File: src/four_axis_sync_fault_monitor_macros.svh
// Assertion macros for the four-axis sync fault monitor.
// Used by the modules in src that check their own logic; needs clk and rst in scope.
`ifndef FOUR_AXIS_SYNC_FAULT_MONITOR_MACROS_SVH
`define FOUR_AXIS_SYNC_FAULT_MONITOR_MACROS_SVH

// Same-cycle implication.
`define FSFM_ASSERT_SAME(label, ante, cons, msg) \
  label: assert property (@(posedge clk) disable iff (rst) (ante) |-> (cons)) \
    else $error(msg);

// Next-cycle implication.
`define FSFM_ASSERT_NEXT(label, ante, cons, msg) \
  label: assert property (@(posedge clk) disable iff (rst) (ante) |=> (cons)) \
    else $error(msg);

`endif

File: src/fsfm_pkg.sv
// Shared types and constants of the four-axis sync fault monitor.
// No dependencies; used by every module in src.
package fsfm_pkg;

  localparam int TRAVEL_W  = 32;
  localparam int CURRENT_W = 16;
  localparam int LINK_W    = 8;
  localparam int COUNT_W   = 5;
  localparam int SPREAD_W  = 32;
  localparam int SPREAD_LIMIT_W = 31;
  localparam int FAULT_AXIS_W   = 2;
  localparam int OUT_W     = 40;

  localparam logic [LINK_W-1:0]   LINK_LOSS_COUNT = 8'd10;
  localparam logic [COUNT_W-1:0]  STALL_TRIP      = 5'd20;
  localparam logic [COUNT_W-1:0]  STALL_MAX       = 5'd31;
  localparam logic [TRAVEL_W-1:0] SIGN_BIAS       = 32'h8000_0000;

  localparam logic [CURRENT_W-1:0]      STALL_LIMIT_RESET  = 16'd1000;
  localparam logic [SPREAD_LIMIT_W-1:0] SPREAD_LIMIT_RESET = 31'd750;

  typedef enum logic [1:0] {
    FAULT_SAFE   = 2'd0,
    FAULT_STALL  = 2'd1,
    FAULT_LINK   = 2'd2,
    FAULT_SPREAD = 2'd3
  } fault_code_t;

  typedef enum logic [0:0] {
    REG_STALL_LIMIT  = 1'b0,
    REG_SPREAD_LIMIT = 1'b1
  } reg_index_t;

endpackage

File: src/fsfm_spread.sv
// Travel spread: min/max tree over the axis travels and their difference.
// Depends on fsfm_pkg.
module fsfm_spread #(
  parameter int AXES = 4
) (
  input  logic [AXES-1:0][fsfm_pkg::TRAVEL_W-1:0] travel,
  output logic [fsfm_pkg::SPREAD_W-1:0]           spread
);

  localparam int NP = 1 << $clog2(AXES);

  logic [fsfm_pkg::TRAVEL_W-1:0] lo_n [2*NP-1];
  logic [fsfm_pkg::TRAVEL_W-1:0] hi_n [2*NP-1];

  for (genvar j = 0; j < NP; j++) begin : g_leaf
    if (j < AXES) begin : g_real
      assign lo_n[NP-1+j] = travel[j] ^ fsfm_pkg::SIGN_BIAS;
      assign hi_n[NP-1+j] = travel[j] ^ fsfm_pkg::SIGN_BIAS;
    end else begin : g_pad
      assign lo_n[NP-1+j] = travel[0] ^ fsfm_pkg::SIGN_BIAS;
      assign hi_n[NP-1+j] = travel[0] ^ fsfm_pkg::SIGN_BIAS;
    end
  end

  for (genvar k = 0; k < NP-1; k++) begin : g_node
    assign lo_n[k] = (lo_n[2*k+1] < lo_n[2*k+2]) ? lo_n[2*k+1] : lo_n[2*k+2];
    assign hi_n[k] = (hi_n[2*k+1] > hi_n[2*k+2]) ? hi_n[2*k+1] : hi_n[2*k+2];
  end

  assign spread = hi_n[0] - lo_n[0];

endmodule

File: src/fsfm_stall.sv
// Per-axis overcurrent stall counters with first-trip blocking of later axes.
// Depends on fsfm_pkg and the assertion macro header.
`include "four_axis_sync_fault_monitor_macros.svh"

module fsfm_stall #(
  parameter int AXES = 4,
  parameter int AXW  = 2
) (
  input  logic                                     clk,
  input  logic                                     rst,
  input  logic                                     en,
  input  logic [AXES-1:0][fsfm_pkg::CURRENT_W-1:0] current,
  input  logic [fsfm_pkg::CURRENT_W-1:0]           limit,
  output logic                                     hit,
  output logic [AXW-1:0]                           axis
);

  logic [AXES-1:0][fsfm_pkg::COUNT_W-1:0] count;
  logic [AXES-1:0][fsfm_pkg::COUNT_W-1:0] count_next;
  logic [AXES-1:0][fsfm_pkg::COUNT_W-1:0] raised;
  logic [AXES-1:0]                        over;
  logic [AXES-1:0]                        trip;

  always_comb begin
    for (int i = 0; i < AXES; i++) begin
      over[i]   = current[i] > limit;
      raised[i] = (count[i] == fsfm_pkg::STALL_MAX) ? count[i] : count[i] + 5'd1;
      trip[i]   = over[i] && (raised[i] >= fsfm_pkg::STALL_TRIP);
    end
  end

  always_comb begin
    hit  = |trip;
    axis = '0;
    for (int i = AXES - 1; i >= 0; i--) begin
      if (trip[i]) begin
        axis = AXW'(i);
      end
    end
  end

  always_comb begin
    logic blocked;
    blocked = 1'b0;
    for (int i = 0; i < AXES; i++) begin
      count_next[i] = count[i];
      if (en && !blocked) begin
        if (over[i]) begin
          count_next[i] = raised[i];
        end else if (count[i] != '0) begin
          count_next[i] = count[i] - 5'd1;
        end
      end
      blocked = blocked | trip[i];
    end
  end

  always_ff @(posedge clk) begin
    if (rst) begin
      count <= '0;
    end else begin
      count <= count_next;
    end
  end

  `FSFM_ASSERT_NEXT(a_count_hold, !en, $stable(count), "stall counters moved without a request")
  `FSFM_ASSERT_NEXT(a_trip_level, en && hit, count[$past(axis)] >= fsfm_pkg::STALL_TRIP,
    "stall reported on an axis below the trip level")

endmodule

File: src/four_axis_sync_fault_monitor.sv
// Top level of the four-axis sync fault monitor: request registers, link and
// spread checks, fault priority. Depends on fsfm_pkg, fsfm_spread, fsfm_stall.
//
// One request per clock: a request taken on s_axis passes the request register and
// the result register to m_axis, at one per cycle while m_axis_tready stays high.
// The rate is set by the stall counters, read, updated and written back as a
// request moves from the request register to the result register. s_axis_tready
// follows m_axis_tready combinationally when both registers hold data. Stall
// counters clear on rst only; config must be written while idle (not enforced).
`include "four_axis_sync_fault_monitor_macros.svh"

module four_axis_sync_fault_monitor #(
  parameter int AXES = 4
) (
  input  logic                                  clk,
  input  logic                                  rst,
  input  logic                                  s_axis_tvalid,
  output logic                                  s_axis_tready,
  // travel_a.., current_a.., link_errors_a.. (lowest bit first)
  input  logic [AXES*(fsfm_pkg::TRAVEL_W+fsfm_pkg::CURRENT_W+fsfm_pkg::LINK_W)-1:0]
                                                s_axis_tdata,
  output logic                                  m_axis_tvalid,
  input  logic                                  m_axis_tready,
  // fault_code, fault_axis, travel_spread, zero pad (lowest bit first)
  output logic [fsfm_pkg::OUT_W-1:0]            m_axis_tdata,
  input  logic                                  cfg_we,
  input  logic [0:0]                            cfg_index,
  input  logic [fsfm_pkg::SPREAD_LIMIT_W-1:0]   cfg_wdata
);

  localparam int AXW  = $clog2(AXES);
  localparam int IN_W = AXES * (fsfm_pkg::TRAVEL_W + fsfm_pkg::CURRENT_W + fsfm_pkg::LINK_W);
  localparam int CUR_BASE  = AXES * fsfm_pkg::TRAVEL_W;
  localparam int LINK_BASE = AXES * (fsfm_pkg::TRAVEL_W + fsfm_pkg::CURRENT_W);

  logic [fsfm_pkg::CURRENT_W-1:0]      stall_current_limit;
  logic [fsfm_pkg::SPREAD_LIMIT_W-1:0] sync_spread_limit;

  logic            s0_valid;
  logic [IN_W-1:0] s0_data;
  logic            advance;

  logic                              m_valid;
  fsfm_pkg::fault_code_t             m_code;
  logic [fsfm_pkg::FAULT_AXIS_W-1:0] m_axis_idx;
  logic [fsfm_pkg::SPREAD_W-1:0]     m_spread;

  logic [AXES-1:0][fsfm_pkg::TRAVEL_W-1:0]  travel;
  logic [AXES-1:0][fsfm_pkg::CURRENT_W-1:0] current;
  logic [AXES-1:0][fsfm_pkg::LINK_W-1:0]    link_errors;

  logic [fsfm_pkg::SPREAD_W-1:0] spread;
  logic                          spread_over;
  logic                          link_hit;
  logic [AXW-1:0]                link_axis;
  logic                          stall_en;
  logic                          stall_hit;
  logic [AXW-1:0]                stall_axis;
  fsfm_pkg::fault_code_t         code_next;
  logic [AXW-1:0]                axis_next;

  always_ff @(posedge clk) begin
    if (rst) begin
      stall_current_limit <= fsfm_pkg::STALL_LIMIT_RESET;
      sync_spread_limit   <= fsfm_pkg::SPREAD_LIMIT_RESET;
    end else if (cfg_we) begin
      unique case (fsfm_pkg::reg_index_t'(cfg_index))
        fsfm_pkg::REG_STALL_LIMIT:
          stall_current_limit <= cfg_wdata[fsfm_pkg::CURRENT_W-1:0];
        fsfm_pkg::REG_SPREAD_LIMIT:
          sync_spread_limit <= cfg_wdata;
        default: ;
      endcase
    end
  end

  assign advance       = s0_valid && (!m_valid || m_axis_tready);
  assign s_axis_tready = !s0_valid || advance;

  always_ff @(posedge clk) begin
    if (rst) begin
      s0_valid <= 1'b0;
    end else if (s_axis_tready) begin
      s0_valid <= s_axis_tvalid;
    end
  end

  always_ff @(posedge clk) begin
    if (s_axis_tvalid && s_axis_tready) begin
      s0_data <= s_axis_tdata;
    end
  end

  always_comb begin
    for (int i = 0; i < AXES; i++) begin
      travel[i]      = s0_data[i*fsfm_pkg::TRAVEL_W +: fsfm_pkg::TRAVEL_W];
      current[i]     = s0_data[CUR_BASE + i*fsfm_pkg::CURRENT_W +: fsfm_pkg::CURRENT_W];
      link_errors[i] = s0_data[LINK_BASE + i*fsfm_pkg::LINK_W +: fsfm_pkg::LINK_W];
    end
  end

  fsfm_spread #(
    .AXES (AXES)
  ) u_spread (
    .travel (travel),
    .spread (spread)
  );

  assign spread_over = spread > {1'b0, sync_spread_limit};

  always_comb begin
    link_hit  = 1'b0;
    link_axis = '0;
    for (int i = AXES - 1; i >= 0; i--) begin
      if (link_errors[i] >= fsfm_pkg::LINK_LOSS_COUNT) begin
        link_hit  = 1'b1;
        link_axis = AXW'(i);
      end
    end
  end

  assign stall_en = advance && !link_hit && !spread_over;

  fsfm_stall #(
    .AXES (AXES),
    .AXW  (AXW)
  ) u_stall (
    .clk     (clk),
    .rst     (rst),
    .en      (stall_en),
    .current (current),
    .limit   (stall_current_limit),
    .hit     (stall_hit),
    .axis    (stall_axis)
  );

  always_comb begin
    priority if (link_hit) begin
      code_next = fsfm_pkg::FAULT_LINK;
      axis_next = link_axis;
    end else if (spread_over) begin
      code_next = fsfm_pkg::FAULT_SPREAD;
      axis_next = '0;
    end else if (stall_hit) begin
      code_next = fsfm_pkg::FAULT_STALL;
      axis_next = stall_axis;
    end else begin
      code_next = fsfm_pkg::FAULT_SAFE;
      axis_next = '0;
    end
  end

  always_ff @(posedge clk) begin
    if (rst) begin
      m_valid <= 1'b0;
    end else if (advance) begin
      m_valid <= 1'b1;
    end else if (m_axis_tready) begin
      m_valid <= 1'b0;
    end
  end

  always_ff @(posedge clk) begin
    if (advance) begin
      m_code     <= code_next;
      m_axis_idx <= fsfm_pkg::FAULT_AXIS_W'(axis_next);
      m_spread   <= spread;
    end
  end

  assign m_axis_tvalid = m_valid;
  assign m_axis_tdata  = {4'b0000, m_spread, m_axis_idx, m_code};

  `FSFM_ASSERT_SAME(a_axis_zero,
    m_valid && (m_code == fsfm_pkg::FAULT_SAFE || m_code == fsfm_pkg::FAULT_SPREAD),
    m_axis_idx == '0, "fault axis set on a safe or spread result")
  `FSFM_ASSERT_SAME(a_full_stall, s0_valid && m_valid && !m_axis_tready, !s_axis_tready,
    "request taken while both registers are full and stalled")
  `FSFM_ASSERT_NEXT(a_link_first, advance && link_hit,
    m_valid && m_code == fsfm_pkg::FAULT_LINK, "link loss not reported first")

endmodule

File: config.mk
export PLATFORM = sky130hd
export DESIGN_NAME = four_axis_sync_fault_monitor
export DESIGN_NICKNAME = d
export VERILOG_FILES = /design/src/fsfm_pkg.sv /design/src/fsfm_spread.sv /design/src/fsfm_stall.sv /design/src/four_axis_sync_fault_monitor.sv
export VERILOG_INCLUDE_DIRS = /design/src /design/src/src
export SDC_FILE = /design/constraint.sdc
export NUM_CORES = 1
export LEC_CHECK = 0
export BUFFER_PORTS_ARGS = -buffer_cell sky130_fd_sc_hd__buf_2
export CAP_MARGIN = 20
export CORE_MARGIN = 2
export CORE_UTILIZATION = 55
export CTS_CLUSTER_DIAMETER = 120
export CTS_CLUSTER_SIZE = 8
export DETAILED_ROUTE_END_ITERATION = 8
export PLACE_DENSITY_LB_ADDON = 0.1
export SLEW_MARGIN = 40
export SYNTH_ARGS = -nofsm -noshare
export SYNTH_HDL_FRONTEND = slang
export SYNTH_SLANG_ARGS = --single-unit
File: constraint.sdc
create_clock -name clk -period 26.2 [get_ports clk]
set_clock_uncertainty 0.1 [all_clocks]
set_input_delay 1.31 -clock clk [delete_from_list [all_inputs] [get_ports clk]]
set_output_delay 1.31 -clock clk [all_outputs]
set_load 0.01 [all_outputs]
; ---- After elaboration in Yosys (flattened, before gate mapping)
; Cells that the tools add are included.
[word_totals]
register_bits = 329
latchBits = 0
mem_bits_rw = 0
rom_bits = 0
input_bits = 261
output_inout_bits = 42
word_cells = 126
memories = 0
[classes]
addsub = 9
mul = 0
div = 0
n_lt_le_gt_ge = 19
eq_ne = 4
shifts = 0
mux = 37
bitwise_logic = 7
reduce_logical = 37
[ops]
columns = op, count
row1 = $mux W32, 6
row2 = $gt A32 B32 Y1, 3
row3 = $lt A32 B32 Y1, 3
row4 = $gt A16 B16 Y1, 4
row5 = $mux W5, 12
row6 = $ge A8 B4 Y1 const B, 4
row7 = $gt A32 B31 Y1, 1
row8 = $sub A32 B32 Y32, 1
row9 = $mux W2, 11
row10 = $add A5 B1 Y5 const B, 4
row11 = $eq A5 B5 Y1 const B, 4
row12 = $ge A5 B5 Y1 const B, 4
row13 = $reduce_bool A5 Y1, 4
row14 = $sub A5 B1 Y5 const B, 4
row15 = $reduce_and A2 Y1, 6
row16 = $logic_and A1 B1 Y1, 11
row17 = $reduce_bool A2 Y1, 5
row18 = $mux W1, 8
row19 = $logic_not A1 Y1, 7
row20 = $not A1 Y1, 5
row21 = $reduce_or A4 Y1, 1
row22 = $logic_or A1 B1 Y1, 2
row23 = $or A1 B1 Y1, 2
row24 = $reduce_or A2 Y1, 1

; ---- Depth between registers and ports, before layout
; Gate-level depths: netlist of the first run.
[depth]
word_depth = 11
mapped_depth = 49
ltp_nobuf = 47

; ---- Cells and area by module
; A second synthesis of the first run with hierarchy kept.
[unflattened]
cells_unflattened = 1951
area_unflattened_um2 = 20313.2
[modules_own_cells]
columns = mod, n_inst, cells_per_inst, area_per_inst_um2, seq_area_each_um2
row1 = four_axis_sync_fault_monitor, 1, 615, 10412.5, 8668.3
row2 = fsfm_spread, 1, 927, 6665.1, 0.0
row3 = fsfm_stall, 1, 409, 3235.6, 400.4

; ---- Worst setup path before layout of the first run
; OpenSTA, ideal clock, no wires.
[synth_timing]
path_type = reg-to-reg
start = register s0_data[78]
end = register u_stall.count[11] in the netlist's numbering
setup_time_ns = 0.074
arrival_ns = 10.469
t_required_ns = 26.026
setup_slack_ns = 15.556
stages_incl_launch_ff = 47
n_path_buf = 3
synth_period_minus_slack_ns = 10.644
path_cell_list = edfxtp_1 -> ha_1 -> a21oi_1 -> nand2_1 -> a221o_1 -> o31a_1 -> nor3_2 -> o21bai_1 -> buf_2 -> buf_1 -> mux2i_1 -> ha_1 -> a21o_1 -> a211oi_1 -> nor2_1 -> a2111oi_0 -> nor3_1 -> o41ai_1 -> (+11 left out) -> o41ai_2 -> o21bai_1 -> a21oi_1 -> o21ai_0 -> xor2_1 -> ha_1 -> a21o_1 -> a21o_1 -> a21oi_1 -> a21boi_0 -> o21a_1 -> o31a_1 -> o31a_1 -> a2111oi_0 -> o21ai_0 -> mux2i_1 -> mux2_2 -> a31oi_1
[synth_between]
elab_chain_cells = 10
word_cells_on_any_way = 14
cone_classes = add/sub: 1 / order compare: 5 / mux: 4 / reduce/logical: 4
[synth_lines]
columns = item, line_no
row1 = start: declaration, four_axis_sync_fault_monitor.sv:40  ; logic [IN_W-1:0] s0_data;
row2 = start signal: assignment, four_axis_sync_fault_monitor.sv:90  ; s0_data <= s_axis_tdata;
row3 = $gt A32 B32 Y1 / $lt A32 B32 Y1 (equally long branches), "fsfm_spread.sv:27, fsfm_spread.sv:26"
row4 = "$mux W32, on equally long branches", "fsfm_spread.sv:27, fsfm_spread.sv:26"
row5 = $gt A32 B32 Y1 / $lt A32 B32 Y1 (equally long branches), "fsfm_spread.sv:27, fsfm_spread.sv:26"
row6 = "$mux W32, on equally long branches", "fsfm_spread.sv:27, fsfm_spread.sv:26"
row7 = $sub A32 B32 Y32 (*), fsfm_spread.sv:30  ; assign spread = hi_n[0] - lo_n[0];
row8 = net spread (one bit), four_axis_sync_fault_monitor.sv:52  ; logic [fsfm_pkg::SPREAD_W-1:0] spread;
row9 = $gt A32 B31 Y1 (*), four_axis_sync_fault_monitor.sv:109  ; assign spread_over = spread > {1'b0, sync_spread_limit};
row10 = $logic_not A1 Y1 (*), four_axis_sync_fault_monitor.sv:122  ; assign stall_en = advance && !link_hit && !spread_over;
row11 = $logic_and A1 B1 Y1 (*), four_axis_sync_fault_monitor.sv:122
row12 = $logic_and A1 B1 Y1 (*), fsfm_stall.sv:47  ; if (en && !blocked) begin
row13 = $reduce_and A2 Y1 (no line) (*), -
row14 = end signal: assignment, fsfm_stall.sv:62  ; count <= count_next;
row15 = end: declaration, fsfm_stall.sv:18  ; logic [AXES-1:0][fsfm_pkg::COUNT_W-1:0] count;
; The timed path passes the listed nets; every way through them passes the cells marked *.
; A chain may end at the register's enable or synchronous reset.

; ---- Worst setup path in the final report of the first run
[layout_timing]
start = register s0_data[31]
end = register u_stall.count[13] in the netlist's numbering
[layout_between]
elab_chain_cells = 11
word_cells_on_any_way = 15
cone_classes = add/sub: 1 / order compare: 5 / mux: 4 / bitwise: 1 / reduce/logical: 4
[layout_lines]
columns = item, line_no
row1 = $not A1 Y1 (no line) (*), -
row2 = $gt A32 B32 Y1 / $lt A32 B32 Y1 (equally long branches), "fsfm_spread.sv:27, fsfm_spread.sv:26"
row3 = "$mux W32, on equally long branches", "fsfm_spread.sv:27, fsfm_spread.sv:26"
row4 = $gt A32 B32 Y1 / $lt A32 B32 Y1 (equally long branches), "fsfm_spread.sv:27, fsfm_spread.sv:26"
row5 = "$mux W32, on equally long branches", "fsfm_spread.sv:27, fsfm_spread.sv:26"
row6 = $sub A32 B32 Y32 (*), fsfm_spread.sv:30
row7 = net spread (one bit), four_axis_sync_fault_monitor.sv:52
row8 = $gt A32 B31 Y1 (*), four_axis_sync_fault_monitor.sv:109
row9 = $logic_not A1 Y1 (*), four_axis_sync_fault_monitor.sv:122
row10 = $logic_and A1 B1 Y1 (*), four_axis_sync_fault_monitor.sv:122
row11 = $logic_and A1 B1 Y1 (*), fsfm_stall.sv:47
row12 = $reduce_and A2 Y1 (no line) (*), -
; Marked as above.

==> results of run 1 <==
==> Yosys cell counts, types with 8 or more instances <==
| cell | instances | area share |
|---|---|---|
| ha_1 | 265 | 0.17 |
| o31ai_1 | 8 | 0.0030 |
| or3_1 | 8 | 0.0025 |
| mux2i_1 | 70 | 0.035 |
| nor3_1 | 30 | 0.0075 |
| nand3_1 | 29 | 0.0072 |
| a21o_1 | 39 | 0.015 |
| nand2_1 | 218 | 0.041 |
| nand4_1 | 46 | 0.014 |
| a31oi_1 | 10 | 0.0031 |
| xnor2_1 | 22 | 0.0096 |
| o21ai_0 | 124 | 0.031 |
| nor2b_1 | 24 | 0.0075 |
| inv_1 | 155 | 0.029 |
| o211ai_1 | 23 | 0.0086 |
| nor4_1 | 16 | 0.0050 |
| nor2_1 | 101 | 0.019 |
| a21oi_1 | 170 | 0.042 |
| edfxtp_1 | 256 | 0.38 |
| a211oi_1 | 9 | 0.0034 |
| mux2_2 | 33 | 0.018 |
| and2_1 | 9 | 0.0028 |
| clkbuf_1 | 50 | 0.0093 |
| dfxtp_1 | 69 | 0.069 |
| nand2b_1 | 8 | 0.0025 |
| o21bai_1 | 10 | 0.0037 |
| o21a_1 | 25 | 0.0093 |
==> area by class of cell <==
| type | count | area [µm²] |
|---|---|---|
| antenna | 6 | 15.0 |
| timing repair buffer | 309 | 1580 |
| tap | 461 | 577 |
| clock inverter | 3 | 55.1 |
| clock buffer | 76 | 1280 |
| fill | 2893 | 12300 |
| inverter | 156 | 586 |
| multi-input combinational | 1418 | 10300 |
| sequential | 325 | 9070 |
==> power by group through the flow <==
| stage | registers [mW] | logic [mW] | clock network (mW) |
|---|---|---|---|
| 2_1_floorplan | 0.662 | 0.527 | 0 |
| 3_3_place_gp | 0.659 | 0.754 | 0 |
| 3_5_place_dp | 0.659 | 0.776 | 0 |
| 4_1_cts | 0.650 | 0.783 | 0.566 |
| 5_1_grt | 0.653 | 0.871 | 0.585 |
| 6_report | 0.650 | 0.789 | 0.554 |
==> per-stage QoR <==
stage | power, mW | setup WS [ps] | hold WS [ps]
2_1_floorplan | 1.19 | 15560 | 336
3_3_place_gp | 1.41 | 13220 | 345
3_5_place_dp | 1.43 | 13090 | 347
4_1_cts | 2.00 | 12980 | 353
5_1_grt | 2.11 | 12040 | 373
6_report | 1.99 | 12900 | 353
==> sequential cells by signal, summed over array words and instances (netlist names) <==
name and cells:
m_axis_idx 2, m_axis_tvalid 1, m_code 2, m_spread 32, s0_data 220, s0_valid 1
stall_current_limit 16, sync_spread_limit 31, u_stall.count 20
==> worst paths after layout <==
check                                          start                            endpoint  slack (ps)  cells after the start
setup / recovery               s0_data[31]$_DFFE_PP_      u_stall.count[13]$_SDFFE_PP0P_       12900                     44
hold / removal    sync_spread_limit[29]$_SDFFE_PP0P_  sync_spread_limit[29]$_SDFFE_PP0P_         350                      2
setup reg to reg               s0_data[31]$_DFFE_PP_      u_stall.count[13]$_SDFFE_PP0P_       12900                     44
hold reg to reg   sync_spread_limit[29]$_SDFFE_PP0P_  sync_spread_limit[29]$_SDFFE_PP0P_         350                      2
==> logic make-up (layout without fill, tap and decap cells) <==
family	after synthesis	count (layout)	synth area share
simple gates	522	522	0.122
compound gates	494	494	0.152
flops	325	325	0.451
fa+ha+maj	266	266	0.166
buf+inv	219	544	0.0418
mux	104	104	0.0539
xor+xnor	28	28	0.0126
other cells	1	10	0.000187
==> per-layer routing <==
metal / GRT usage / wire length (µm) / up-vias
li1: - / - / 7852
met1: 0.339 / 21900 / 7549
met2: 0.474 / 25700 / 485
met3: 0.0459 / 3000 / 108
met4: 0.120 / 2060 / 8
met5: 0 / 54 / -
==> critical path: cells and delay by family, from the launching register on <==
family                   cells  cell delay (ps)
AO/OA/AOI/OAI               28             7600
XOR/XNOR                     1              300
adder cells (fa/ha/maj)      4             1250
buffers and inverters        3             1080
flip-flops                   1              410
multiplexers                 2              960
AND/OR/NAND/NOR              6             1420
==> results.json, run 1 <==
{
  "status": "finished clean",
  "dp_hpwl_um": 40600,
  "overflow": 0,
  "synth-seq-area-share": 0.451,
  "min_period_ps": 13300,
  "pwr-share-comb": 0.396,
  "cap_violations": 0,
  "hold_path_class": "reg2reg",
  "clockBufferDepth": 3,
  "drtIter0Drc": 902,
  "slowest_delay_ps": 720,
  "vias": 16000,
  "fin_util": 0.656,
  "grt_usage": 0.274,
  "area.growth.synth_to_final_pct": 16.6,
  "seq_power_share": 0.326,
  "nets": 2783,
  "final.setup.tns_ps": 0,
  "postSynthRegisterBits": 325,
  "drc": 0,
  "grt_pass1_wl_um": 81800,
  "grt_pass1_vias": 15700,
  "critPathCaptureType": "flip-flop",
  "fmax_ghz": 0.0752,
  "die-width_um": 195,
  "postCtsSetupBuffers": 0,
  "netSwitchingFraction": 0.365,
  "synth_cells": 1959,
  "p_per_area_nw_per_um2": 85.1,
  "fin_cells": 2754,
  "cp_slowest_cell": "o41ai_1",
  "cts.sinks": 325,
  "synth_area_um2": 20100,
  "design.core.area_um2": 35700,
  "firstDrtPassIters": 6,
  "numCtsBuffers": 46,
  "cts.htree.levels": 2,
  "drive_gt1_frac": 0.184,
  "ys_types": 75,
  "p_int_mw": 1.27,
  "rows": 69,
  "routedWlPerCell_um": 19.1,
  "switchingPower_mw": 0.727,
  "rsz0062_at_grt": "no",
  "async_reset_ff_frac": 0,
  "io_pins": 303,
  "vdd_drop_max_v": 0.0000572,
  "dieArea_um2": 38100,
  "start_kind": "flip-flop",
  "start_util": 0.562,
  "clkPwrFrac": 0.278,
  "cts_resized": 0,
  "maxSlewHeadroom": 0.458,
  "fp.dieH_um": 195,
  "critPathKind": "reg2reg",
  "mostFrequentLayoutCell": "buf_2",
  "worst_slew_pin_slew_ps": 813,
  "cp_max_fo": 58,
  "placed_area_um2": 22100,
  "drv_slew": 0,
  "syn_area_per_cell_um2": 10.3,
  "cts_root_buffer": "clkbuf_16",
  "insertion_delay_ps": 590,
  "fin_area_um2": 23400,
  "ant_nets": 0,
  "finalSetupViolations": 0,
  "required_ps": 26580,
  "ctsHoldBuffers": 0,
  "via_per_inst": 5.81,
  "drt-total-wl_um": 52700,
  "cp.arrival_ps": 13680,
  "synth_edf_count": 256,
  "period_share": 0.508,
  "numPortBuffers": 294,
  "synth_flop_cell": "edfxtp_1",
  "layout_common_cells": "buf_2, ha_1, edfxtp_1",
  "routabilityCongestion": 0.908,
  "yosys_warnings": 0,
  "grt_max_degree": 62,
  "cts_tree": "done",
  "hold_viol_final": 0,
  "dp.cells": 2669,
  "path_clk_slew_ps": 50,
  "antenna_found_initial": 10,
  "p_leak_nw": 10.1
}
Note: power is estimated with default switching activity, not from simulation.
==> run 2: changes to the inputs <==
==> constraint.sdc (replaced) <==
create_clock -name clk -period 13.2 [get_ports clk]
set_clock_uncertainty 0.1 [all_clocks]
set_input_delay 0.66 -clock clk [delete_from_list [all_inputs] [get_ports clk]]
set_output_delay 0.66 -clock clk [all_outputs]
set_load 0.01 [all_outputs]
==> results.json, run 2 (same netlist as run 1, synthesis figures left out) <==
{
  "status": "finished clean",
  "p_int_mw": 2.52,
  "pwr-share-comb": 0.395,
  "mostFrequentLayoutCell": "buf_2",
  "dp_hpwl_um": 41300,
  "grt_pass1_vias": 15900,
  "fmax_ghz": 0.0803,
  "multi_input_area_um2": 10200,
  "design.core.area_um2": 35700,
  "cts.htree.levels": 2,
  "final.setup.tns_ps": 0,
  "reg.largest.list": "s0_data (220), m_spread (32), sync_spread_limit (31)",
  "nets": 2792,
  "cts_root_buffer": "clkbuf_16",
  "required_ps": 13610,
  "min_period_ps": 12460,
  "ctsHoldBuffers": 0,
  "p_per_area_nw_per_um2": 168,
  "numCtsBuffers": 46,
  "grt_usage": 0.278,
  "overflow": 0,
  "vdd_drop_max_v": 0.000114,
  "io_pins": 303,
  "numPortBuffers": 294,
  "largest_reg_flops": 220,
  "start_util": 0.562,
  "layout_common_cells": "buf_2, ha_1, edfxtp_1",
  "top_register": "s0_data",
  "drv_slew": 0,
  "clockBufferDepth": 3,
  "area.growth.synth_to_final_pct": 17.1,
  "routabilityCongestion": 0.921,
  "start_kind": "flip-flop",
  "finalSetupViolations": 0,
  "critPathCaptureType": "flip-flop",
  "cp.arrival_ps": 12860,
  "seq_power_share": 0.326,
  "maxSlewHeadroom": 0.440,
  "path_clk_slew_ps": 50,
  "gr-usage-met3": 0.0475,
  "via_per_inst": 5.82,
  "ant_nets": 0,
  "seq_area_um2": 9070,
  "fp.dieH_um": 195,
  "drive_gt1_frac": 0.185,
  "grt_max_degree": 82,
  "cts_tree": "done",
  "cp_max_fo": 32,
  "hold_path_class": "in2reg",
  "vias": 16100,
  "clkPwrFrac": 0.279,
  "switchingPower_mw": 1.44,
  "met1_usage": 0.342,
  "hold_viol_final": 0,
  "cp_slowest_cell": "buf_4",
  "whs_ps": 142,
  "rows": 69,
  "grt_pass1_wl_um": 83400,
  "p_leak_nw": 10.1,
  "top_usage_layer": "met2",
  "period_share": 0.944,
  "drtIter0Drc": 940,
  "cts.sinks": 325,
  "cap_violations": 0,
  "drt-total-wl_um": 53400,
  "netSwitchingFraction": 0.364,
  "die-width_um": 195,
  "cts_resized": 0,
  "dieArea_um2": 38100,
  "rsz0062_at_grt": "no",
  "postCtsSetupBuffers": 0,
  "antenna_found_initial": 9,
  "n_fill_cell": 2903,
  "insertion_delay_ps": 590,
  "use_met2": 0.482,
  "routedWlPerCell_um": 19.3,
  "critPathKind": "reg2reg",
  "drc": 0,
  "firstDrtPassIters": 5,
  "worst_slew_pin_slew_ps": 832,
  "slowest_delay_ps": 540,
  "fin_util": 0.658
}
run 2: worst paths after layout:
| kind | startpoint | endpoint | slack, ps | depth (start not counted) |
|---|---|---|---|---|
| worst max-delay path | s0_data[78]$_DFFE_PP_ | u_stall.count[11]$_SDFFE_PP0P_ | 740 | 46 |
| worst min-delay path | s_axis_tdata[168] | s0_data[168]$_DFFE_PP_ | 140 | 1 |
| worst max register to register | s0_data[78]$_DFFE_PP_ | u_stall.count[11]$_SDFFE_PP0P_ | 740 | 46 |
| worst min register to register | sync_spread_limit[13]$_SDFFE_PP0P_ | sync_spread_limit[13]$_SDFFE_PP0P_ | 350 | 2 |
run 2: layer usage:
metal / routed length (µm) / share of wire
met1: 22000 / 0.41
met4: 2120 / 0.040
met2: 26100 / 0.49
met5: 44 / 0.00082
met3: 3170 / 0.059
run 2: final cells by class:
class / instances / share of cell area
sequential: 325 / 0.385
inverter: 156 / 0.0249
clock inverter: 4 / 0.00346
antenna: 6 / 0.000638
tap: 461 / 0.0245
clock buffer: 81 / 0.0545
timing repair buffer: 318 / 0.0711
multi-input combinational: 1418 / 0.435
run 2: power groups by stage:
stage | combinational (mW) | sequential [mW] | clock (mW)
detailed placement | 1.54 | 1.31 | 0
global route | 1.73 | 1.29 | 1.17
global placement | 1.50 | 1.31 | 0
floorplan | 1.05 | 1.31 | 0
CTS | 1.56 | 1.29 | 1.13
finish | 1.56 | 1.29 | 1.11
run 2: critical path: cells and delay by family, from the launching register on:
family	cells	cell delay, ps
mux	3	860
simple gates	5	600
flops	1	430
buf+inv	3	1240
xor+xnor	1	270
fa+ha+maj	4	1240
compound gates	30	7650
run 2: through the flow:
| stage | std cells | power, mW | setup slack [ps] | area, µm² |
|---|---|---|---|---|
| 2_1_floorplan | 1962 | 2.36 | 2560 | 20100 |
| 3_3_place_gp | 2677 | 2.81 | 1290 | 22100 |
| 3_5_place_dp | 2677 | 2.85 | 1040 | 22100 |
| 4_1_cts | 2762 | 3.97 | 983 | 23500 |
| 5_1_grt | 2767 | 4.20 | 13.9 | 23500 |
| 6_report | 2769 | 3.96 | 743 | 23500 |
==> run 3: changes to the inputs <==
--- a/config.mk
+++ b/config.mk
@@ -9,7 +9,7 @@
 export BUFFER_PORTS_ARGS = -buffer_cell sky130_fd_sc_hd__buf_2
 export CAP_MARGIN = 20
 export CORE_MARGIN = 2
-export CORE_UTILIZATION = 55
+export CORE_UTILIZATION = 53
 export CTS_CLUSTER_DIAMETER = 120
 export CTS_CLUSTER_SIZE = 8
 export DETAILED_ROUTE_END_ITERATION = 8
==> constraint.sdc (replaced) <==
create_clock -name clk -period 10.3 [get_ports clk]
set_clock_uncertainty 0.1 [all_clocks]
set_input_delay 0.515 -clock clk [delete_from_list [all_inputs] [get_ports clk]]
set_output_delay 0.515 -clock clk [all_outputs]
set_load 0.01 [all_outputs]
==> results.json, run 3 (same netlist as run 1, synthesis figures left out) <==
{
  "fin_util": 0.719,
  "p_int_mw": 3.71,
  "ant_nets": 0,
  "start_util": 0.536,
  "mostFrequentLayoutCell": "buf_4",
  "die-width_um": 199,
  "slowest_delay_ps": 570,
  "fmax_ghz": 0.0991,
  "drive_gt1_frac": 0.313,
  "cp_slowest_cell": "or4_4",
  "critPathKind": "reg2reg",
  "fp.dieH_um": 199,
  "clkPwrFrac": 0.236,
  "switchingPower_mw": 2.05,
  "dieArea_um2": 39500,
  "netSwitchingFraction": 0.355,
  "critPathTopFamily": "compound AO/OA/AOI/OAI gates",
  "design.core.area_um2": 37500,
  "drc": 0,
  "dp.cells": 2975,
  "nets": 3111,
  "seq_power_share": 0.286,
  "layout_common_cells": "buf_4, buf_2, edfxtp_1",
  "drt-total-wl_um": 59600,
  "cts_root_buffer": "clkbuf_16",
  "numPortBuffers": 294,
  "r2r_slack_ps": 210,
  "routabilityCongestion": 0.937,
  "grt_usage": 0.289,
  "cp_max_fo": 12,
  "drv_slew": 0,
  "routedWlPerCell_um": 19.1,
  "hold_viol_final": 0,
  "io_pins": 303,
  "path_buf_inv": 5,
  "worst_slew_pin_slew_ps": 968,
  "antenna_found_initial": 14,
  "required_ps": 10700,
  "insertion_delay_ps": 580,
  "cts.sinks": 325,
  "pwr-share-comb": 0.479,
  "hold_path_class": "in2reg",
  "overflow": 0,
  "fin_cells": 3126,
  "cp.arrival_ps": 10490,
  "n_fill_cell": 2808,
  "period_share": 0.980,
  "critPathCaptureType": "flip-flop",
  "rsz0062_at_grt": "yes",
  "min_period_ps": 10090,
  "status": "finished clean",
  "area.growth.synth_to_final_pct": 34.1,
  "dp_hpwl_um": 45100,
  "vias": 17600,
  "p_per_area_nw_per_um2": 214,
  "top_register": "s0_data",
  "grt_max_degree": 82,
  "reg.largest.list": "s0_data (220), m_spread (32), sync_spread_limit (31)",
  "final.setup.tns_ps": 0,
  "path_clk_slew_ps": 50,
  "rows": 71,
  "cts.htree.levels": 2,
  "maxSlewHeadroom": 0.350,
  "numCtsBuffers": 46,
  "drtIter0Drc": 1127,
  "via_per_inst": 5.63,
  "vdd_drop_max_v": 0.000143,
  "firstDrtPassIters": 7,
  "p_leak_nw": 11.8,
  "finalSetupViolations": 0,
  "start_kind": "flip-flop",
  "grt_pass1_wl_um": 88000,
  "grt_pass1_vias": 17200,
  "cts_tree": "done",
  "largest_reg_flops": 220,
  "cap_violations": 0,
  "clockBufferDepth": 3
}
## run 3: cell count changes in the layout (fill, tap and decap cells not counted), sizes merged
| cell | change |
|---|---|
| buf | +289 |
| clkbuf | -15 |
| clkinv | -2 |
| diode | +5 |
| dlygate4sd3 | +27 |
| inv | +2 |
| o2bb2ai | +1 |
## run 3: final cells by class
class,instances,area [µm²],area share
Tap cell,511,639,0.0237
Sequential cell,325,9070,0.337
Clock buffer,64,1220,0.0452
Inverter,156,586,0.0217
Clock inverter,4,38.8,0.00144
Timing Repair Buffer,636,4280,0.159
Antenna cell,11,27.5,0.00102
Multi-Input combinational cell,1419,11100,0.411
## run 3: stage by stage
| stage | area, µm² | setup slack, ps | hold slack [ps] | power (mW) |
|---|---|---|---|---|
| 2_1_floorplan | 20100 | 19.0 | 336 | 3.02 |
| 3_3_place_gp | 24000 | -131 | 343 | 4.06 |
| 3_5_place_dp | 24100 | -582 | 348 | 4.12 |
| 4_1_cts | 25800 | 16.6 | 0.0204 | 5.53 |
| 5_1_grt | 26900 | -260 | 7.89 | 6.10 |
| 6_report | 26900 | 207 | 18.6 | 5.76 |
## run 3: path summary, 6_finish.rpt
kind,to,startpoint,cells after the start
worst min register to register,stall_current_limit[13]$_SDFFE_PP0P_,stall_current_limit[13]$_SDFFE_PP0P_,2
worst max-delay path,u_stall.count[16]$_SDFFE_PP0P_,s0_data[10]$_DFFE_PP_,45
worst min-delay path,s0_data[81]$_DFFE_PP_,s_axis_tdata[81],1
worst max register to register,u_stall.count[16]$_SDFFE_PP0P_,s0_data[10]$_DFFE_PP_,45
## run 3: per-layer routing
metal,share of wire,track usage,up-vias
li1,-,-,8520
met1,0.42,0.367,8310
met2,0.48,0.484,604
met3,0.070,0.0554,151
met4,0.035,0.121,6
met5,0.00062,0,-
## run 3: power groups by stage
stage	registers, mW	logic (mW)	clock network, mW
2_1_floorplan	1.68	1.34	0
3_3_place_gp	1.66	2.39	0
3_5_place_dp	1.66	2.45	0
4_1_cts	1.64	2.51	1.38
5_1_grt	1.65	3.01	1.43
6_report	1.65	2.76	1.36
## run 3: repair_timing
action	4_1_cts	5_1_grt
buffers inserted	7	36
setup endpoints to repair	23	24
gates cloned	1	3
endpoints found under the hold margin	27	0
hold buffers	27	0
pin swaps	4	44
gates resized for setup	24	149
